[config.mk]
export PLATFORM = sky130hd
export DESIGN_NAME = sfdl_merge
export DESIGN_NICKNAME = d
export VERILOG_FILES = /design/src/rtl/stereo_feedback_delay_line_top_assert.svh /design/src/rtl/sfdl_merge.sv
export SDC_FILE = /design/constraint.sdc
export NUM_CORES = 1
export LEC_CHECK = 0
export ABC_CLOCK_PERIOD_IN_PS = 3650
export BUFFER_PORTS_ARGS = -buffer_cell sky130_fd_sc_hd__clkbuf_2
export CORE_ASPECT_RATIO = 1.5
export CORE_MARGIN = 2
export CORE_UTILIZATION = 30
export CTS_CLUSTER_DIAMETER = 60
export DETAILED_ROUTE_END_ITERATION = 8
export PLACE_DENSITY = 0.64
export SLEW_MARGIN = 15
export SYNTH_ARGS = -nofsm -noshare
export SYNTH_HDL_FRONTEND = slang
export SYNTH_SLANG_ARGS = --single-unit
[constraint.sdc]
create_clock -name clk_i -period 3.65 [get_ports clk_i]
set_input_delay 0.5475 -clock clk_i [delete_from_list [all_inputs] [get_ports clk_i]]
set_output_delay 0.5475 -clock clk_i [all_outputs]
set_load 0.005 [all_outputs]
[src/rtl/stereo_feedback_delay_line_top_assert.svh]
// assertion macros for the stereo feedback delay line
// no dependencies; taken in by the top level
`ifndef STEREO_FEEDBACK_DELAY_LINE_TOP_ASSERT_SVH
`define STEREO_FEEDBACK_DELAY_LINE_TOP_ASSERT_SVH

// same-cycle implication, disabled while reset is held
`define SFDL_ASSERT_NOW(label, clk, rstn, ante, cons, msg) \
  label: assert property (@(posedge clk) disable iff (!(rstn)) (ante) |-> (cons)) \
    else $error(msg);

// next-cycle implication, disabled while reset is held
`define SFDL_ASSERT_NEXT(label, clk, rstn, ante, cons, msg) \
  label: assert property (@(posedge clk) disable iff (!(rstn)) (ante) |=> (cons)) \
    else $error(msg);

`endif

[src/rtl/sfdl_merge.sv]
// output stage: joins both lane results into one result register
// depends on no other file
module sfdl_merge #(
  parameter int unsigned SAMPLE_BITS = 24
) (
  input  logic                          clk_i,
  input  logic                          rst_ni,
  input  logic                          load_i,
  input  logic signed [SAMPLE_BITS-1:0] left_i,
  input  logic signed [SAMPLE_BITS-1:0] right_i,
  output logic                          free_o,
  output logic                          out_valid_o,
  input  logic                          out_stall_i,
  output logic signed [SAMPLE_BITS-1:0] left_out_o,
  output logic signed [SAMPLE_BITS-1:0] right_out_o
);

  logic                          valid_q;
  logic signed [SAMPLE_BITS-1:0] left_q, right_q;

  // room when empty or when the held result leaves this cycle
  assign free_o = !valid_q || !out_stall_i;

  always_ff @(posedge clk_i or negedge rst_ni) begin
    if (!rst_ni) begin
      valid_q <= 1'b0;
    end else if (free_o) begin
      valid_q <= load_i;
    end
  end

  // result payload
  always_ff @(posedge clk_i) begin
    if (load_i && free_o) begin
      left_q  <= left_i;
      right_q <= right_i;
    end
  end

  assign out_valid_o = valid_q;
  assign left_out_o  = left_q;
  assign right_out_o = right_q;

endmodule

==> results of run 1 <==
==> power by group <==
part / switching (W) / total [W] / leakage (nW) / internal, W
Clock: 0.000156 / 0.000358 / 0.0528 / 0.000202
Combinational: 0.0000364 / 0.0000764 / 0.441 / 0.0000400
Sequential: 0.00000872 / 0.000663 / 0.468 / 0.000655
==> logic make-up (layout without fill, tap and decap cells) <==
kind of cell	after synthesis	after routing	synth area share
buffers and inverters	0	110	0
and+or+nand+nor	1	1	0.00252
DFF	49	49	0.985
AOI/OAI and AO/OA	2	2	0.0126
==> path summary, 6_finish.rpt <==
| check | end | cells past startpoint | slack [ps] |
|---|---|---|---|
| hold / removal | out_valid_o$_DFFE_PN0P_ | 1 | 20 |
| hold reg to reg | out_valid_o$_DFFE_PN0P_ | 1 | 600 |
| setup / recovery | right_out_o[16]$_DFFE_PP_ | 2 | 1850 |
| max in group asynchronous | out_valid_o$_DFFE_PN0P_ | 1 | 3540 |
| setup reg to reg | right_out_o[16]$_DFFE_PP_ | 2 | 1850 |
| min in group clk_i | left_out_o[3]$_DFFE_PP_ | 1 | 430 |
==> state kept, by name, summed over array words and instances (netlist names) <==
name,flops
left_out_o,24
out_valid_o,1
right_out_o,24
==> layout make-up <==
cell class | instances | area [um^2]
clock inverter | 2 | 33.8
timing repair buffer | 102 | 513
multi-input combinational | 3 | 30.0
sequential | 49 | 1470
clock buffer | 6 | 72.6
fill | 460 | 2610
tap | 66 | 82.6
==> routing by layer <==
| layer | GRT usage | routed length, um | vias up |
|---|---|---|---|
| met4 | 0.0656 | 81 | 0 |
| li1 | - | - | 424 |
| met1 | 0.0928 | 866 | 430 |
| met2 | 0.204 | 1790 | 45 |
| met3 | 0.0344 | 236 | 6 |
| met5 | 0 | 0 | - |
==> metrics by stage <==
stage	hold WS (ps)	utilization
floorplan	252	-
global placement	323	0.435
detailed placement	325	0.435
CTS	9.37	0.457
global route	10.4	0.457
finish	21.7	0.457
==> synth_stat cells, drive strengths merged <==
cell type / n
nand2: 1
edfxtp: 48
a21o: 1
dfrtp: 1
a21boi: 1
==> worst reg2reg max path, cell delays in order, from the launching register on <==
cell      delay [ps]
dfrtp_1          440
a21boi_4         580
buf_4            450
==> impl_metrics.ini, run 1 <==
[place]
pre_cts_ws_ps = 1590
placedCellCount = 220
place_area_um2 = 2090
gp_congestion = 0.667
numPortBuffers = 101

[yosys]
seq_area_frac_synth = 0.985
synth_nets = 104
ys_warn_count = 0
syn_area_um2 = 1490
syn_area_per_cell_um2 = 28.6
yosys.area.top_type = edfxtp_1
synth_area_leaders = edfxtp_1 97%, dfrtp_1 1.7%, a21boi_2 0.76%
synth_cell_types = 5
synthCells = 52
netlist.area_leader.share = 0.968
ys_ff_latch = 49

[die]
rows = 31
dieArea_um2 = 5550
initial_core_util = 0.310
core_um2 = 4810
die_width_um = 61.5
die_h_um = 90.3
io_pins = 102

[timing]
fin_skew_ps = 4.23
rsz0062_at_grt = false
min_period_over_period = 0.493
fmax_mhz = 555
relSlewSlack = 0.542
layout_setup_ws_ps = 1850
period_minus_slack_ps = 1800
worstMarginPinSlew_ps = 686
setup_viol = 0
slew_viol_final = 0
hold_viol_final = 0
tns_ps = 0

[layout]
final_common_cell = clkbuf_2
antennaDiodeCount = 0
area_growth_pct = 47.6
layout.cells.non_filler = 228
drive_gt1_frac = 0.673
most-common-layout-cells = 101 x clkbuf_2, 48 x edfxtp_1, 5 x clkbuf_8
fin_area_um2 = 2200
nets = 213

[hold_path]
hold_class = primary input to asynchronous set/reset pin

[critical_path]
start_kind = flip-flop
slowest_stage = a21boi_4
crit_chain = a21boi_4 > buf_4
cp_top_family = compound AO/OA/AOI/OAI gates
worstSetupPathType = flip-flop to flip-flop
cpPeakStageDelay_ps = 580
r2r_start = out_valid_o$_DFFE_PN0P_
critPathBufInv = 1
arrival_ps = 1760
cp-startpoint = out_valid_o$_DFFE_PN0P_
cp.required_ps = 3610
end_kind = flip-flop
cp_max_fo = 27

[global_route]
grt_pass1_wl_mm = 4.30
antenna_found_initial = 0
grt_max_degree = 28
grt_pass1_vias = 919
grt-ovfl-total = 0
grt_usage = 0.111

[cts]
cts_htree_levels = 2
cts-resized-gates = 0
cts.sinks = 49
ctsRootBufferMaster = clkbuf_8
clkLatencyLatePin_ps = 290
clk_pin_slew_ps = 70
cts_buffer_depth = 2
post_cts_buffers = 0
cts_hold_buf = 0
numCtsBuffers = 5
tritoncts = done

[detailed_routing]
wire_per_inst_um = 13.0
drt_iter0_markers = 12
drcViolationCount = 0
viasPerCell = 3.97
drt_pass1_iterations = 2
routed_wl_mm = 2.97
vias = 905
detail-route-antenna-nets = 0

[power_and_ir_drop]
p_leak_nw = 0.962
power_density_nw_per_um2 = 499
total_power_w = 0.00110
peakVddDrop_v = 0.000258

[run_status]
status = complete, no violations

[run]
drv_cap = 0
Power figures use the tool's default switching activity.
==> run 2, diff against run 1 <==
--- a/config.mk
+++ b/config.mk
@@ -5,14 +5,14 @@
 export SDC_FILE = /design/constraint.sdc
 export NUM_CORES = 1
 export LEC_CHECK = 0
-export ABC_CLOCK_PERIOD_IN_PS = 3650
+export ABC_CLOCK_PERIOD_IN_PS = 1500
 export BUFFER_PORTS_ARGS = -buffer_cell sky130_fd_sc_hd__clkbuf_2
 export CORE_ASPECT_RATIO = 1.5
 export CORE_MARGIN = 2
 export CORE_UTILIZATION = 30
 export CTS_CLUSTER_DIAMETER = 60
 export DETAILED_ROUTE_END_ITERATION = 8
-export PLACE_DENSITY = 0.64
+export PLACE_DENSITY = 0.67
 export SLEW_MARGIN = 15
 export SYNTH_ARGS = -nofsm -noshare
 export SYNTH_HDL_FRONTEND = slang
==> constraint.sdc (replaced) <==
create_clock -name clk_i -period 1.5 [get_ports clk_i]
set_input_delay 0.225 -clock clk_i [delete_from_list [all_inputs] [get_ports clk_i]]
set_output_delay 0.225 -clock clk_i [all_outputs]
set_load 0.005 [all_outputs]
==> run 2 against run 1 <==
Sequential share of layout area fell by 0.79 points; global-route usage fell by 0.20 points; clock power rose by 150%; critical path depth did not move; sequential power rose by 140%; largest power group unchanged; highest routed layer unchanged.
==> impl_metrics.ini, run 2 (synthesis results as in run 1) <==
[layout]
final_common_cell = clkbuf_2
antennaDiodeCount = 0
multi_input_area_um2 = 30.0
fin_area_um2 = 2220
most-common-layout-cells = 101 x clkbuf_2, 48 x edfxtp_1, 5 x clkbuf_8
n_fill_cell = 461
nets = 214
drive_gt1_frac = 0.675
final-seq-area_um2 = 1470
area_growth_pct = 49.4

[detailed_routing]
drt_pass1_iterations = 4
detail-route-antenna-nets = 0
drt_iter0_markers = 24
routed_wl_mm = 2.94
drcViolationCount = 0
viasPerCell = 4.00
vias = 915
wire_per_inst_um = 12.8

[critical_path]
arrival_ps = 1210
cp.required_ps = 1480
cp_max_fo = 48
worstSetupPathType = flip-flop to flip-flop
start_kind = flip-flop
worst_r2r_path_depth = 2
end_kind = flip-flop

[place]
numPortBuffers = 101
pre_cts_ws_ps = 276
gp_congestion = 0.684
dp_hpwl_mm = 2.30
place_area_um2 = 2100

[die]
core_um2 = 4810
die_width_um = 61.5
dieArea_um2 = 5550
io_pins = 102
die_h_um = 90.3
initial_core_util = 0.310
rows = 31

[timing]
layout_setup_ws_ps = 269
setup_viol = 0
worstMarginPinSlew_ps = 243
hold_viol_final = 0
fin_skew_ps = 4.86
fmax_mhz = 812
period_minus_slack_ps = 1230
min_period_over_period = 0.821
tns_ps = 0
slew_viol_final = 0
relSlewSlack = 0.838
rsz0062_at_grt = false

[global_route]
grt_max_degree = 49
grt_pass1_vias = 943
grt_pass1_wl_mm = 4.23
grt-ovfl-total = 0
antenna_found_initial = 0
grt_usage = 0.109

[power_and_ir_drop]
seq_power_share = 0.601
peakVddDrop_v = 0.000697
p_leak_nw = 0.969
power_density_nw_per_um2 = 1210
clkPwrFrac = 0.328
switching_share = 0.186
intPower_w = 0.00219
power.switching_w = 0.000500
p_comb_frac = 0.072

[cts]
ctsRootBufferMaster = clkbuf_8
clkLatencyLatePin_ps = 290
clk_pin_slew_ps = 80
cts_buffer_depth = 2
numCtsBuffers = 5
tritoncts = done
post_cts_buffers = 0
cts_htree_levels = 2
cts.sinks = 49
cts_hold_buf = 1
cts-resized-gates = 0

[hold_path]
hold_path_depth = 1
hold_class = primary input to flip-flop

[run]
drv_cap = 0

[run_status]
status = complete, no violations
## run 2: worst max-delay path, cell delays in order (launching register included)
cell and delay (ps):
dfrtp_1 440, a21boi_4 190, buf_12 260
## run 2: cell type report
class	count	area share
sequential	49	0.659
clock inverter	3	0.0186
timing repair buffer	103	0.241
tap	66	0.0371
clock buffer	5	0.0309
multi-input combinational	3	0.0135
## run 2: per-stage QoR
step / hold WS [ps] / cells / util / total power (W)
5_1_grt: 79.3 / 229 / 0.463 / 0.00281
4_1_cts: 92.0 / 229 / 0.463 / 0.00273
3_5_place_dp: 4.19 / 220 / 0.438 / 0.00184
6_report: 102 / 229 / 0.463 / 0.00269
2_1_floorplan: -70.6 / 52 / - / 0.00169
3_3_place_gp: 1.08 / 220 / 0.438 / 0.00183
## run 2: worst paths after layout
path | startpoint | end | slack, ps
setup reg to reg | out_valid_o$_DFFE_PN0P_ | right_out_o[23]$_DFFE_PP_ | 270
hold / removal | left_i[19] | left_out_o[19]$_DFFE_PP_ | 100
setup / recovery | out_valid_o$_DFFE_PN0P_ | right_out_o[23]$_DFFE_PP_ | 270
min in group asynchronous | rst_ni | out_valid_o$_DFFE_PN0P_ | 230
max in group asynchronous | rst_ni | out_valid_o$_DFFE_PN0P_ | 1180
hold reg to reg | out_valid_o$_DFFE_PN0P_ | out_valid_o$_DFFE_PN0P_ | 610
## run 2: per-layer routing
layer / up-vias / GRT usage / part of all wire
met2: 70 / 0.174 / 0.52
li1: 426 / - / -
met1: 403 / 0.0978 / 0.31
met3: 16 / 0.0544 / 0.11
met4: 0 / 0.0816 / 0.059
met5: - / 0 / 0
## run 2: power by group through the flow
stage / Clock, W / Combinational, W / Sequential [W]
floorplan: 0 / 0.0000292 / 0.00166
global placement: 0 / 0.000191 / 0.00164
detailed placement: 0 / 0.000195 / 0.00165
CTS: 0.000918 / 0.000198 / 0.00162
global route: 0.000969 / 0.000214 / 0.00162
finish: 0.000880 / 0.000193 / 0.00161
==> run 3, diff against run 2 <==
--- a/config.mk
+++ b/config.mk
@@ -5,14 +5,14 @@
 export SDC_FILE = /design/constraint.sdc
 export NUM_CORES = 1
 export LEC_CHECK = 0
-export ABC_CLOCK_PERIOD_IN_PS = 1500
+export ABC_CLOCK_PERIOD_IN_PS = 1200
 export BUFFER_PORTS_ARGS = -buffer_cell sky130_fd_sc_hd__clkbuf_2
 export CORE_ASPECT_RATIO = 1.5
 export CORE_MARGIN = 2
 export CORE_UTILIZATION = 30
 export CTS_CLUSTER_DIAMETER = 60
 export DETAILED_ROUTE_END_ITERATION = 8
-export PLACE_DENSITY = 0.67
+export PLACE_DENSITY = 0.64
 export SLEW_MARGIN = 15
 export SYNTH_ARGS = -nofsm -noshare
 export SYNTH_HDL_FRONTEND = slang
==> constraint.sdc (replaced) <==
create_clock -name clk_i -period 1.2 [get_ports clk_i]
set_input_delay 0.18 -clock clk_i [delete_from_list [all_inputs] [get_ports clk_i]]
set_output_delay 0.18 -clock clk_i [all_outputs]
set_load 0.005 [all_outputs]
==> run 3 against run 2 <==
Die area unchanged; sequential power increased by 25%; setup slack worse by 240 ps; hold slack got worse by 41 ps; global-route usage rose by 0.38 points; wire length up 6.4%; critical path depth rose by 1; cell count increased by 2.6%; critical endpoint is now free_o.
==> impl_metrics.ini, run 3 (synthesis results as in run 1) <==
[die]
die_h_um = 90.3
io_pins = 102
dieArea_um2 = 5550
initial_core_util = 0.310
die_width_um = 61.5
rows = 31
core_um2 = 4810

[timing]
slew_viol_final = 0
worstMarginPinSlew_ps = 144
tns_ps = 0
fmax_mhz = 857
min_period_over_period = 0.973
period_minus_slack_ps = 1170
whs_ps = 60.5
hold_viol_final = 0
relSlewSlack = 0.904
fin_skew_ps = 4.78
rsz0062_at_grt = true
setup_viol = 0

[critical_path]
r2r_slack_ps = 40
start_kind = flip-flop
end_kind = primary output
cp.required_ps = 1020
r2r_start = out_valid_o$_DFFE_PN0P_
r2r_end = left_out_o[13]$_DFFE_PP_
worstSetupPathType = flip-flop to primary output
cp_max_fo = 3
worst_r2r_path_depth = 3
arrival_ps = 990

[layout]
multi_input_area_um2 = 32.5
drive_gt1_frac = 0.686
final_common_cell = clkbuf_2
n_fill_cell = 460
most-common-layout-cells = 101 x clkbuf_2, 48 x edfxtp_1, 5 x clkbuf_8
nets = 220
layout.cells.non_filler = 235
antennaDiodeCount = 0
final-seq-area_um2 = 1470
area_growth_pct = 54.9

[detailed_routing]
routed_wl_mm = 3.12
drt_pass1_iterations = 4
wire_per_inst_um = 13.3
detail-route-antenna-nets = 0
vias = 951
viasPerCell = 4.05
drt_iter0_markers = 30
drcViolationCount = 0

[power_and_ir_drop]
seq_power_share = 0.594
power_density_nw_per_um2 = 1470
power.switching_w = 0.000625
switching_share = 0.184
clkPwrFrac = 0.322
intPower_w = 0.00277
p_comb_frac = 0.084
peakVddDrop_v = 0.000759
total_power_w = 0.00339
p_leak_nw = 1.01

[cts]
cts_htree_levels = 2
cts.sinks = 49
clkLatencyLatePin_ps = 290
ctsRootBufferMaster = clkbuf_8
numCtsBuffers = 5
cts_buffer_depth = 2
tritoncts = done
clk_pin_slew_ps = 80

[hold_path]
hold_class = primary input to flip-flop
hp-start = right_i[5]
hold_end = right_out_o[5]$_DFFE_PP_
hold_path_depth = 1

[global_route]
antenna_found_initial = 0
grt_max_degree = 30
grt_usage = 0.112
grt-ovfl-total = 0
grt_pass1_wl_mm = 4.50
grt_pass1_vias = 969

[place]
gp_congestion = 0.657
numPortBuffers = 101
placedCellCount = 222

[run_status]
status = complete, no violations

[run]
drv_cap = 0
## run 3: worst max-delay path by stage
stage / from / to / slack, ps / depth (start not counted)
2_1_floorplan: out_valid_o$_DFFE_PN0P_ / left_out_o[0]$_DFFE_PP_ / -500 / 1
3_3_place_gp: out_valid_o$_DFFE_PN0P_ / left_out_o[19]$_DFFE_PP_ / 60 / 2
3_5_place_dp: out_valid_o$_DFFE_PN0P_ / right_out_o[17]$_DFFE_PP_ / 30 / 2
4_1_cts: out_valid_o$_DFFE_PN0P_ / free_o / 4 / 3
5_1_grt: out_valid_o$_DFFE_PN0P_ / free_o / -20 / 3
6_report: out_valid_o$_DFFE_PN0P_ / free_o / 30 / 3
## run 3: power by group through the flow
stage	Sequential [W]	Combinational (W)	Clock [W]
after floorplan	0.00207	0.0000365	0
after global placement	0.00205	0.000250	0
after detailed placement	0.00206	0.000259	0
after CTS	0.00202	0.000264	0.00114
after global routing	0.00202	0.000314	0.00120
final	0.00202	0.000284	0.00109
## run 3: timing repair
| item | CTS | global route |
|---|---|---|
| setup buffers | 0 | 2 |
| hold buffers | 1 | 0 |
| cloned | 0 | 2 |
| pin swaps | 0 | 1 |
| resized for setup | 2 | 0 |
| setup endpoints to repair | 1 | 30 |
| endpoints found under the hold margin | 1 | 0 |
## run 3: routing by layer
| layer | global-route usage | vias to the layer above | routed length (um) |
|---|---|---|---|
| li1 | - | 438 | - |
| met3 | 0.0387 | 6 | 263 |
| met2 | 0.196 | 54 | 1740 |
| met1 | 0.108 | 453 | 1050 |
| met4 | 0.0603 | 0 | 67 |
| met5 | 0 | - | 0 |
## run 3: critical path, cell delays in order, from the launching register on
cell and delay (ps):
dfrtp_1 420, buf_6 140, nand2_2 50, clkbuf_2 100
## run 3: per-stage QoR
stage | instance area (um^2) | util | setup slack, ps
after detailed placement | 2130 | 0.443 | 29.3
after global placement | 2130 | 0.443 | 61.5
after global routing | 2310 | 0.479 | -17.4
after CTS | 2250 | 0.469 | 4.19
final | 2310 | 0.479 | 32.7
after floorplan | 1500 | - | -498
## run 3: final cells by class
type | instances | share of cell area
clock buffer | 6 | 0.0315
clock inverter | 2 | 0.0147
multi-input combinational | 3 | 0.0141
sequential | 49 | 0.636
tap | 66 | 0.0358
timing repair buffer | 109 | 0.268
